<file path="config.mk">
export PLATFORM = sky130hd
export DESIGN_NAME = utf16_position_to_byte_offset_flat
export DESIGN_NICKNAME = d
export VERILOG_FILES = /design/src/rtl/u16pos_pkg.sv /design/src/rtl/u16pos_if.sv /design/src/rtl/u16pos_step.sv /design/src/rtl/utf16_position_to_byte_offset.sv /design/src/flat_wrapper.sv
export SDC_FILE = /design/constraint.sdc
export NUM_CORES = 1
export LEC_CHECK = 0
export BUFFER_PORTS_ARGS = -buffer_cell sky130_fd_sc_hd__buf_4
export CORE_ASPECT_RATIO = 1.2
export CORE_MARGIN = 4
export CORE_UTILIZATION = 55
export CTS_BUF_LIST = sky130_fd_sc_hd__clkbuf_8
export DETAILED_ROUTE_END_ITERATION = 7
export PLACE_DENSITY = 0.73
export SLEW_MARGIN = 25
export SYNTH_ARGS = -nofsm -noshare
export SYNTH_HDL_FRONTEND = slang
export SYNTH_SLANG_ARGS = --single-unit
</file>
<file path="constraint.sdc">
create_clock -name clk -period 14 [get_ports clk]
set_input_delay 2.8 -clock clk [delete_from_list [all_inputs] [get_ports clk]]
set_output_delay 2.8 -clock clk [all_outputs]
set_load 0.02 [all_outputs]
</file>
<file path="src/rtl/u16pos_pkg.sv">
`timescale 1ns / 1ps
// Shared types, constants and helpers for the UTF-16 position locator.
// No dependencies; every other file in rtl/ depends on this package.
package u16pos_pkg;

    localparam int LINE_BITS       = 24;
    localparam int COLUMN_BITS     = 24;
    localparam int OFFSET_BITS     = 32;
    localparam int OUT_OFFSET_BITS = 32;
    localparam int CP_BITS         = 21;
    localparam int CFG_INDEX_BITS  = 1;
    localparam int CFG_DATA_BITS   = 24;

    localparam logic [OFFSET_BITS-1:0] OFFSET_MAX = {OFFSET_BITS{1'b1}};
    localparam logic [CP_BITS-1:0]     BMP_MAX    = 21'h00FFFF;

    localparam logic [7:0] CHAR_LF   = 8'h0A;
    localparam logic [7:0] CHAR_CR   = 8'h0D;
    localparam logic [7:0] CONT_MASK = 8'hC0;
    localparam logic [7:0] CONT_TAG  = 8'h80;

    typedef enum logic [2:0] {
        ST_FOUND  = 3'd0,
        ST_LINE   = 3'd1,
        ST_LEAD   = 3'd2,
        ST_CONT   = 3'd3,
        ST_TRUNC  = 3'd4,
        ST_SPLIT  = 3'd5,
        ST_COLUMN = 3'd6
    } status_t;

    typedef enum logic [CFG_INDEX_BITS-1:0] {
        CFG_TARGET_LINE   = 1'b0,
        CFG_TARGET_COLUMN = 1'b1
    } cfg_index_t;

    typedef struct packed {
        logic                   in_line_search;
        logic [LINE_BITS-1:0]   lines_seen;
        logic [OFFSET_BITS-1:0] offset_count;
        logic [COLUMN_BITS-1:0] units_consumed;
        logic [1:0]             sequence_left;
        logic [CP_BITS-1:0]     partial_code_point;
        logic                   continuation_fault;
        logic                   answered;
    } state_t;

    typedef struct packed {
        logic [OUT_OFFSET_BITS-1:0] byte_offset;
        status_t                    status;
    } result_t;

    // Query state at the start of a text.
    function automatic state_t query_start(logic line_nonzero);
        state_t s;
        s                    = '0;
        s.in_line_search     = line_nonzero;
        return s;
    endfunction

endpackage

</file>
<file path="src/rtl/u16pos_if.sv">
`timescale 1ns / 1ps
// Valid/ready channel interfaces: text bytes, results and register writes.
// Depends on u16pos_pkg.
interface u16pos_text_if;
    logic       valid;
    logic       ready;
    logic [7:0] data_byte;
    logic       has_byte;
    logic       end_of_text;

    modport source (output valid, output data_byte, output has_byte, output end_of_text,
                    input ready);
    modport sink   (input valid, input data_byte, input has_byte, input end_of_text,
                    output ready);
endinterface

interface u16pos_result_if;
    logic                                 valid;
    logic                                 ready;
    logic [u16pos_pkg::OUT_OFFSET_BITS-1:0] byte_offset;
    logic [2:0]                           status;

    modport source (output valid, output byte_offset, output status, input ready);
    modport sink   (input valid, input byte_offset, input status, output ready);
endinterface

interface u16pos_cfg_if;
    logic                                valid;
    logic                                ready;
    logic [u16pos_pkg::CFG_INDEX_BITS-1:0] index;
    logic [u16pos_pkg::CFG_DATA_BITS-1:0]  data;

    modport source (output valid, output index, output data, input ready);
    modport sink   (input valid, input index, input data, output ready);
endinterface

</file>
<file path="src/rtl/u16pos_step.sv">
`timescale 1ns / 1ps
// Per-byte update: line count, UTF-8 decode, UTF-16 column match, end handling.
// Purely combinational; depends on u16pos_pkg.
module u16pos_step (
    input  u16pos_pkg::state_t                        state_cur,
    input  logic [7:0]                                data_byte,
    input  logic                                      has_byte,
    input  logic                                      end_of_text,
    input  logic [u16pos_pkg::LINE_BITS-1:0]          target_line,
    input  logic [u16pos_pkg::COLUMN_BITS-1:0]        target_column,
    output u16pos_pkg::state_t                        state_next,
    output logic                                      result_valid,
    output u16pos_pkg::result_t                       result
);

    u16pos_pkg::state_t                      s;
    logic [u16pos_pkg::OFFSET_BITS-1:0]      here;
    logic [1:0]                              cp_units;
    logic [u16pos_pkg::COLUMN_BITS:0]        units_sum;
    logic [u16pos_pkg::COLUMN_BITS:0]        column_ext;
    logic                                    emit;
    u16pos_pkg::status_t                     emit_status;
    logic [u16pos_pkg::OFFSET_BITS-1:0]      emit_offset;

    always_comb
    begin
        s           = state_cur;
        here        = state_cur.offset_count;
        emit        = 1'b0;
        emit_status = u16pos_pkg::ST_FOUND;
        emit_offset = '0;
        cp_units    = 2'd1;
        column_ext  = (u16pos_pkg::COLUMN_BITS + 1)'(target_column);
        units_sum   = (u16pos_pkg::COLUMN_BITS + 1)'(state_cur.units_consumed) + 1'b1;

        if (has_byte && !state_cur.answered)
        begin
            if (state_cur.offset_count != u16pos_pkg::OFFSET_MAX)
            begin
                s.offset_count = state_cur.offset_count + 1'b1;
            end

            if (state_cur.in_line_search)
            begin
                if (data_byte == u16pos_pkg::CHAR_LF)
                begin
                    s.lines_seen = state_cur.lines_seen + 1'b1;
                    if (s.lines_seen >= target_line)
                    begin
                        s.in_line_search = 1'b0;
                    end
                end
            end
            else if (state_cur.sequence_left != 2'd0)
            begin
                if ((data_byte & u16pos_pkg::CONT_MASK) != u16pos_pkg::CONT_TAG)
                begin
                    s.continuation_fault = 1'b1;
                end
                s.partial_code_point = {state_cur.partial_code_point[u16pos_pkg::CP_BITS-7:0],
                                        data_byte[5:0]};
                s.sequence_left      = state_cur.sequence_left - 2'd1;
                if (s.sequence_left == 2'd0)
                begin
                    cp_units  = (s.partial_code_point > u16pos_pkg::BMP_MAX) ? 2'd2 : 2'd1;
                    units_sum = (u16pos_pkg::COLUMN_BITS + 1)'(state_cur.units_consumed)
                              + (u16pos_pkg::COLUMN_BITS + 1)'(cp_units);
                    if (s.continuation_fault)
                    begin
                        emit        = 1'b1;
                        emit_status = u16pos_pkg::ST_CONT;
                    end
                    else if (units_sum > column_ext)
                    begin
                        emit        = 1'b1;
                        emit_status = u16pos_pkg::ST_SPLIT;
                    end
                    else
                    begin
                        s.units_consumed = units_sum[u16pos_pkg::COLUMN_BITS-1:0];
                    end
                end
            end
            else if (data_byte == u16pos_pkg::CHAR_LF || data_byte == u16pos_pkg::CHAR_CR)
            begin
                emit = 1'b1;
                if (state_cur.units_consumed == target_column)
                begin
                    emit_status = u16pos_pkg::ST_FOUND;
                    emit_offset = here;
                end
                else
                begin
                    emit_status = u16pos_pkg::ST_COLUMN;
                end
            end
            else if (state_cur.units_consumed == target_column)
            begin
                emit        = 1'b1;
                emit_status = u16pos_pkg::ST_FOUND;
                emit_offset = here;
            end
            else if (!data_byte[7])
            begin
                if (units_sum > column_ext)
                begin
                    emit        = 1'b1;
                    emit_status = u16pos_pkg::ST_SPLIT;
                end
                else
                begin
                    s.units_consumed = units_sum[u16pos_pkg::COLUMN_BITS-1:0];
                end
            end
            else if (data_byte inside {[8'hC0:8'hDF]})
            begin
                s.sequence_left      = 2'd1;
                s.partial_code_point = u16pos_pkg::CP_BITS'(data_byte[4:0]);
                s.continuation_fault = 1'b0;
            end
            else if (data_byte inside {[8'hE0:8'hEF]})
            begin
                s.sequence_left      = 2'd2;
                s.partial_code_point = u16pos_pkg::CP_BITS'(data_byte[3:0]);
                s.continuation_fault = 1'b0;
            end
            else if (data_byte inside {[8'hF0:8'hF7]})
            begin
                s.sequence_left      = 2'd3;
                s.partial_code_point = u16pos_pkg::CP_BITS'(data_byte[2:0]);
                s.continuation_fault = 1'b0;
            end
            else
            begin
                emit        = 1'b1;
                emit_status = u16pos_pkg::ST_LEAD;
            end

            if (emit)
            begin
                s.answered = 1'b1;
            end
        end

        if (end_of_text)
        begin
            if (!emit && !state_cur.answered)
            begin
                emit = 1'b1;
                if (s.in_line_search)
                begin
                    emit_status = u16pos_pkg::ST_LINE;
                end
                else if (s.sequence_left != 2'd0)
                begin
                    emit_status = u16pos_pkg::ST_TRUNC;
                end
                else if (s.units_consumed == target_column)
                begin
                    emit_status = u16pos_pkg::ST_FOUND;
                    emit_offset = s.offset_count;
                end
                else
                begin
                    emit_status = u16pos_pkg::ST_COLUMN;
                end
            end
            s = u16pos_pkg::query_start(target_line != '0);
        end

        state_next         = s;
        result_valid       = emit;
        result.byte_offset = u16pos_pkg::OUT_OFFSET_BITS'(emit_offset);
        result.status      = emit_status;
    end

endmodule

</file>
<file path="src/rtl/utf16_position_to_byte_offset.sv">
`timescale 1ns / 1ps
// Top level: input register, per-byte step, result register, target registers.
// Depends on u16pos_pkg, u16pos_if.sv and u16pos_step.
//
//   channel  modport  request carries                      accepted when
//   text     sink     data_byte, has_byte, end_of_text     text.valid && text.ready
//   result   source   byte_offset, status                  result.valid && result.ready
//   cfg      sink     index (0 line, 1 column), data       cfg.valid (ready held high)
//
// One byte per cycle sustained unless the result stalls; a byte's result is
// registered behind the input register. The single decode/compare step sets
// the rate. rst_n clears the query state, both targets and both valid flags.
// A stalled result holds the step stage; text.ready stays high while the
// input register is empty or the step stage can advance.
module utf16_position_to_byte_offset (
    input  logic        clk,
    input  logic        rst_n,
    u16pos_text_if.sink     text,
    u16pos_result_if.source result,
    u16pos_cfg_if.sink      cfg
);

    logic                                   in_valid_reg;
    logic [7:0]                             in_byte_reg;
    logic                                   in_has_reg;
    logic                                   in_end_reg;

    logic                                   out_valid_reg;
    u16pos_pkg::result_t                    out_reg;

    u16pos_pkg::state_t                     state_reg;
    u16pos_pkg::state_t                     state_next;
    u16pos_pkg::state_t                     step_state;
    logic [u16pos_pkg::LINE_BITS-1:0]       target_line_reg;
    logic [u16pos_pkg::LINE_BITS-1:0]       target_line_next;
    logic [u16pos_pkg::COLUMN_BITS-1:0]     target_column_reg;
    logic [u16pos_pkg::COLUMN_BITS-1:0]     target_column_next;

    logic                                   advance;
    logic                                   process;
    logic                                   text_take;
    logic                                   cfg_take;
    logic                                   step_valid;
    u16pos_pkg::result_t                    step_result;

    assign advance    = !out_valid_reg || result.ready;
    assign process    = in_valid_reg && advance;
    assign text.ready = !in_valid_reg || advance;
    assign text_take  = text.valid && text.ready;
    assign cfg.ready  = 1'b1;
    assign cfg_take   = cfg.valid;

    assign result.valid       = out_valid_reg;
    assign result.byte_offset = out_reg.byte_offset;
    assign result.status      = out_reg.status;

    u16pos_step u_step (
        .state_cur     (state_reg),
        .data_byte     (in_byte_reg),
        .has_byte      (in_has_reg),
        .end_of_text   (in_end_reg),
        .target_line   (target_line_reg),
        .target_column (target_column_reg),
        .state_next    (step_state),
        .result_valid  (step_valid),
        .result        (step_result)
    );

    always_comb
    begin
        state_next         = state_reg;
        target_line_next   = target_line_reg;
        target_column_next = target_column_reg;
        if (cfg_take)
        begin
            case (u16pos_pkg::cfg_index_t'(cfg.index))
                u16pos_pkg::CFG_TARGET_LINE:
                begin
                    target_line_next          = cfg.data;
                    state_next.in_line_search = state_reg.lines_seen < cfg.data;
                    if (state_reg.lines_seen < cfg.data)
                    begin
                        state_next.units_consumed     = '0;
                        state_next.sequence_left      = '0;
                        state_next.partial_code_point = '0;
                        state_next.continuation_fault = 1'b0;
                    end
                end
                u16pos_pkg::CFG_TARGET_COLUMN:
                begin
                    target_column_next = cfg.data;
                end
                default:
                begin
                    target_column_next = target_column_reg;
                end
            endcase
        end
        else if (process)
        begin
            state_next = step_state;
        end
    end

    always_ff @(posedge clk or negedge rst_n)
    begin
        if (!rst_n)
        begin
            in_valid_reg      <= 1'b0;
            out_valid_reg     <= 1'b0;
            state_reg         <= u16pos_pkg::query_start(1'b0);
            target_line_reg   <= '0;
            target_column_reg <= '0;
        end
        else
        begin
            state_reg         <= state_next;
            target_line_reg   <= target_line_next;
            target_column_reg <= target_column_next;
            if (text_take)
            begin
                in_valid_reg <= 1'b1;
            end
            else if (process)
            begin
                in_valid_reg <= 1'b0;
            end
            if (advance)
            begin
                out_valid_reg <= process && step_valid;
            end
        end
    end

    always_ff @(posedge clk)
    begin
        if (text_take)
        begin
            in_byte_reg <= text.data_byte;
            in_has_reg  <= text.has_byte;
            in_end_reg  <= text.end_of_text;
        end
        if (process && step_valid)
        begin
            out_reg <= step_result;
        end
    end

    a_stall_only_when_blocked: assert property (@(posedge clk) disable iff (!rst_n)
        !text.ready |-> (in_valid_reg && out_valid_reg && !result.ready))
        else $error("text stalled without a blocked result");

    a_answered_after_result: assert property (@(posedge clk) disable iff (!rst_n)
        (process && step_valid && !in_end_reg && !cfg_take) |=> state_reg.answered)
        else $error("result issued but query not marked answered");

    a_offset_monotonic: assert property (@(posedge clk) disable iff (!rst_n)
        (process && !in_end_reg && !cfg_take)
        |=> (state_reg.offset_count >= $past(state_reg.offset_count)))
        else $error("offset counter moved backward within a text");

    a_no_sequence_in_line_search: assert property (@(posedge clk) disable iff (!rst_n)
        (state_reg.sequence_left != 2'd0) |-> !state_reg.in_line_search)
        else $error("open UTF-8 sequence during line search");

endmodule

</file>
<file path="src/flat_wrapper.sv">
// flat-port wrapper written by rule: the top's interface ports become plain ports
module utf16_position_to_byte_offset_flat 
  (clk, rst_n, text_valid, text_data_byte, text_has_byte, text_end_of_text, text_ready, result_valid, result_byte_offset, result_status, result_ready, cfg_valid, cfg_index, cfg_data, cfg_ready);
  u16pos_text_if text_i ();
  u16pos_result_if result_i ();
  u16pos_cfg_if cfg_i ();
  input  logic clk;
  input  logic rst_n;
  input wire logic [$bits(text_i.valid)-1:0] text_valid;
  input wire logic [$bits(text_i.data_byte)-1:0] text_data_byte;
  input wire logic [$bits(text_i.has_byte)-1:0] text_has_byte;
  input wire logic [$bits(text_i.end_of_text)-1:0] text_end_of_text;
  output wire logic [$bits(text_i.ready)-1:0] text_ready;
  output wire logic [$bits(result_i.valid)-1:0] result_valid;
  output wire logic [$bits(result_i.byte_offset)-1:0] result_byte_offset;
  output wire logic [$bits(result_i.status)-1:0] result_status;
  input wire logic [$bits(result_i.ready)-1:0] result_ready;
  input wire logic [$bits(cfg_i.valid)-1:0] cfg_valid;
  input wire logic [$bits(cfg_i.index)-1:0] cfg_index;
  input wire logic [$bits(cfg_i.data)-1:0] cfg_data;
  output wire logic [$bits(cfg_i.ready)-1:0] cfg_ready;
  assign text_i.valid = text_valid;
  assign text_i.data_byte = text_data_byte;
  assign text_i.has_byte = text_has_byte;
  assign text_i.end_of_text = text_end_of_text;
  assign text_ready = text_i.ready;
  assign result_valid = result_i.valid;
  assign result_byte_offset = result_i.byte_offset;
  assign result_status = result_i.status;
  assign result_i.ready = result_ready;
  assign cfg_i.valid = cfg_valid;
  assign cfg_i.index = cfg_index;
  assign cfg_i.data = cfg_data;
  assign cfg_ready = cfg_i.ready;
  utf16_position_to_byte_offset u_core (.clk(clk), .rst_n(rst_n), .text(text_i), .result(result_i), .cfg(cfg_i));
endmodule
</file>
==> impl_metrics.csv <==
group,metric,value,unit
run_status,status,"finished clean",
worst_hold_path,holdPathEnd,"u_core.state_reg[1]",
critical_path,timing.rr.end,"u_core.result.byte_offset[2]",
floorplanning,rows,65,
sta,final.setup_skew,23.4,ps
cells_and_area,post_route_cells_drive_above_1_share,0.0903,
synthesis,post-synth-top-area-fraction,0.253,
synthesis,ys_seq_elements,193,
sta,worst_slack,5450,ps
placed_design,io_buffers,76,
grt,grt_pass1_vias,13300,
sta,slew_violations,0,
synthesis,syn_inst,1767,
grt,globalRouteOverflowTotal,0,
critical_path,maximum_fanout_count_along_the_critical_path,35,
drt,dr_total_vias,14000,
critical_path,worst_path_max_delay_cell,"nor4_1",
placed_design,post-place-cells,2086,
worst_hold_path,holdCritPathClass,"reg -> reg",
floorplanning,fp.dieArea,29300,um^2
sta,worst_pin_slew,1210,ps
power_and_ir_drop,power-per-cell-area,84.5,nW/um^2
cells_and_area,fill_cells,2372,
cts,cts_made_buffers,17,
synthesis,synthesis.yosys.warnings,0,
grt,grt_pass1_wl,75.4,mm
critical_path,critPathTopFamily,"simple AND/OR/NAND/NOR gates",
sta,min_period,8550,ps
synthesis,leading_register_cell_type_out_of_synthesis,"dfrtp_1",
synthesis,avgSynthCellArea,8.27,um^2
power_and_ir_drop,static-leakage-power,7.08,nW
critical_path,crit-reg2reg-launch,"u_core.state_reg[28]",
power_and_ir_drop,power.share.sequential,0.510,
cells_and_area,design.final.nets,1911,
synthesis,synth_cell_type_count,81,
sta,finalSetupViolCount,0,
worst_hold_path,timing.hold.worst_path_depth,1,
grt,antenna_violations_before_repair,0,
critical_path,critical_path_arrival,8830,ps
drt,detail_route.iter0.violations,1250,
drt,routed_wire_length_per_instance,22.8,um
floorplanning,pin_count,78,
drt,number_of_remaining_drc_errors,0,
cts,cts_htree_levels,4,
critical_path,critPathRequiredTime,14290,ps
cells_and_area,seq_cell_area,5050,um^2
cells_and_area,footprint_of_the_multi_input_gates,8760,um^2
power_and_ir_drop,power.clock.fraction,0.282,
cells_and_area,diodes,0,
critical_path,slowest_delay,770,ps
placed_design,globalplace.congestion,1.09,
floorplanning,floorplan.die.height,187,um
synthesis,synth_area_leaders,"dfrtp_1, edfxtp_1, ha_1",
floorplanning,die_x,157,um
cts,clkLatencyLatePin,500,ps
power_and_ir_drop,comb_power_share,0.208,
synthesis,synthesized_area,14600,um^2
cts,holdBufCountCts,0,
sta,timing.max_slew.rel_slack,0.182,
placed_design,dp_hpwl,35.6,mm
grt,total_track_usage,0.328,
critical_path,critical_path.startpoint,"u_core.state_reg[28]",
cts,cts_max_path_buffers,2,
cts,cts-root-buf,"clkbuf_8",
critical_path,setup.reg_to_reg.worst_slack,5450,ps
power_and_ir_drop,post-layout-total-power,1.33,mW
critical_path,reg2reg_depth,20,
critical_path,critical_path_buf_inv_count,2,
worst_hold_path,holdCritStartpoint,"u_core.state_reg[1]",
floorplanning,floorplan.core_area,26300,um^2
cts,cts_resized,0,
cells_and_area,largest_register_ff_count,98,
sta,fin_tns_setup,0,ps
critical_path,cp_cell_sequence,"nand3_1, nor4_1, nand3_1, nor4_1, xor2_1, ha_1, nand3_1, nor4_1, nand4_1, or4_1, o21ai_1, buf_4, nand4_1, and3_1, a311oi_1, o2111ai_1, nor4_4, buf_4, nand3_2, o311ai_2",
critical_path,timing.critical_path.from_type,"flop",
drt,finalWirelength,48.3,mm
synthesis,number_of_synthesized_flops_with_an_enable_pin,45,
cells_and_area,instances_no_fill,2118,
drt,post_route_ant_nets,0,
synthesis,synth_largest_area_cell,"dfrtp_1",
power_and_ir_drop,irDropWorstVdd,0.0654,mV
drt,drt-pass1-iter-count,6,
floorplanning,floorplan.initialDensity,0.557,
synthesis,synth.yosys.seq_area_share,0.346,
cts,cts.clk_slew.worst_paths,120,ps
cells_and_area,syn_to_final_growth,7.46,%
cells_and_area,mostFrequentLayoutCell,"nand2_1",
power_and_ir_drop,internal_power,860,uW
critical_path,critPathKind,"reg -> reg",
synthesis,mappedNetlistNets,1908,
sta,rsz0062_at_grt,"false",
cells_and_area,mostFrequentLayoutCells,"nand2_1, o21ai_0, dfrtp_1, nor2_1",
synthesis,synthArstFlopShare,0.767,
cts,tritoncts,"done",
sta,max_freq,117,MHz
cts,number_of_post_cts_setup_repair_buffers,0,
power_and_ir_drop,switching_share,0.353,
drt,vias_per_cell,6.60,
flow_run,max_cap_viol_count,0,
power_and_ir_drop,total_switching_power,468,uW
sta,report.final.hold_viol_count,0,
critical_path,critPathCaptureType,"flop",
sta,fin_hold_ws,505,ps
sta,post-route-period-util,0.610,
cts,cts_num_sinks,193,
placed_design,placement.setup.worst_slack,5920,ps
grt,grt_start_max_net_pins,82,
## kinds of logic (layout without fill, tap and decap cells)
family,Yosys count,after routing,synth area share
AND/OR/NAND/NOR,702,702,0.238
AO/OA/AOI/OAI,457,457,0.211
buffers and inverters,211,227,0.0566
flip-flops,193,193,0.346
adder cells (fa/ha/maj),101,101,0.0869
XOR/XNOR,97,97,0.0581
multiplexers,5,5,0.00359
other,1,1,0.000256
## area by class of cell
cell class | instances | share of cell area
clock buffers | 17 | 0.0149
multi-input cells | 1363 | 0.557
flip-flops and latches | 193 | 0.322
well taps | 335 | 0.0267
clock inverters | 15 | 0.00987
inverters | 100 | 0.0239
repair buffers | 95 | 0.0456
## worst reg2reg max path, cell delays in order (launching register included)
cell	delay, ps
dfrtp_1	660
nand3_1	310
nor4_1	770
nand3_1	360
nor4_1	480
xor2_1	120
ha_1	320
nand3_1	110
nor4_1	510
nand4_1	200
or4_1	600
o21ai_1	280
buf_4	370
nand4_1	160
and3_1	320
a311oi_1	500
o2111ai_1	300
nor4_4	210
buf_4	420
nand3_2	770
o311ai_2	560
## per-stage QoR
step	cell area, um^2	util
2_1_floorplan	14600	-
3_3_place_gp	15300	0.583
3_5_place_dp	15300	0.583
4_1_cts	15700	0.598
5_1_grt	15700	0.598
6_report	15700	0.598
## cells in the mapped netlist (4+ instances only)
| cell type | count |
|---|---|
| o41ai_1 | 8 |
| and4_1 | 6 |
| o22ai_1 | 9 |
| a22o_1 | 31 |
| clkbuf_1 | 83 |
| a31oi_1 | 11 |
| o31ai_1 | 14 |
| a211o_1 | 5 |
| nor2b_1 | 12 |
| nor4_1 | 20 |
| a21oi_1 | 70 |
| o311ai_2 | 12 |
| nand3_1 | 62 |
| xnor2_1 | 46 |
| nand2b_1 | 19 |
| a22oi_1 | 6 |
| a311oi_1 | 4 |
| o21ai_0 | 158 |
| nand2_1 | 217 |
| a211oi_1 | 10 |
| o211ai_1 | 30 |
| xor2_1 | 51 |
| and3_1 | 36 |
| nor3_1 | 45 |
| o31a_1 | 7 |
| a21o_1 | 34 |
| ha_1 | 100 |
| nor2_1 | 133 |
| or2_2 | 7 |
| or4_1 | 7 |
| inv_1 | 99 |
| buf_2 | 14 |
| and2_1 | 28 |
| nand4_1 | 80 |
| buf_1 | 10 |
| edfxtp_1 | 45 |
| dfrtp_1 | 148 |
| or3_1 | 11 |
## how the worst max path moves through the flow
stage                                                to  slack, ps  cells after the start
after floorplan                              text_ready       8120                      1
after global placement     u_core.result.byte_offset[0]       5930                     24
after detailed placement  u_core.result.byte_offset[31]       5920                     24
after CTS                 u_core.result.byte_offset[31]       5880                     24
after global routing      u_core.result.byte_offset[31]       5000                     24
final                      u_core.result.byte_offset[2]       5450                     20
## per-layer routing
metal / routed length, um / up-vias / part of all wire / global-route usage
met3: 4200 / 178 / 0.087 / 0.0610
li1: - / 6436 / - / -
met4: 3010 / 0 / 0.062 / 0.174
met5: 0 / - / 0 / 0
met2: 22400 / 719 / 0.47 / 0.522
met1: 18600 / 6640 / 0.39 / 0.422
## power groups by stage
stage	registers [mW]	clock network, mW	logic [mW]
3_5_place_dp	0.687	0	0.271
2_1_floorplan	0.667	0	0.177
5_1_grt	0.684	0.403	0.305
6_report	0.678	0.374	0.277
3_3_place_gp	0.685	0	0.267
4_1_cts	0.675	0.381	0.272
Power figures use the tool's default switching activity.
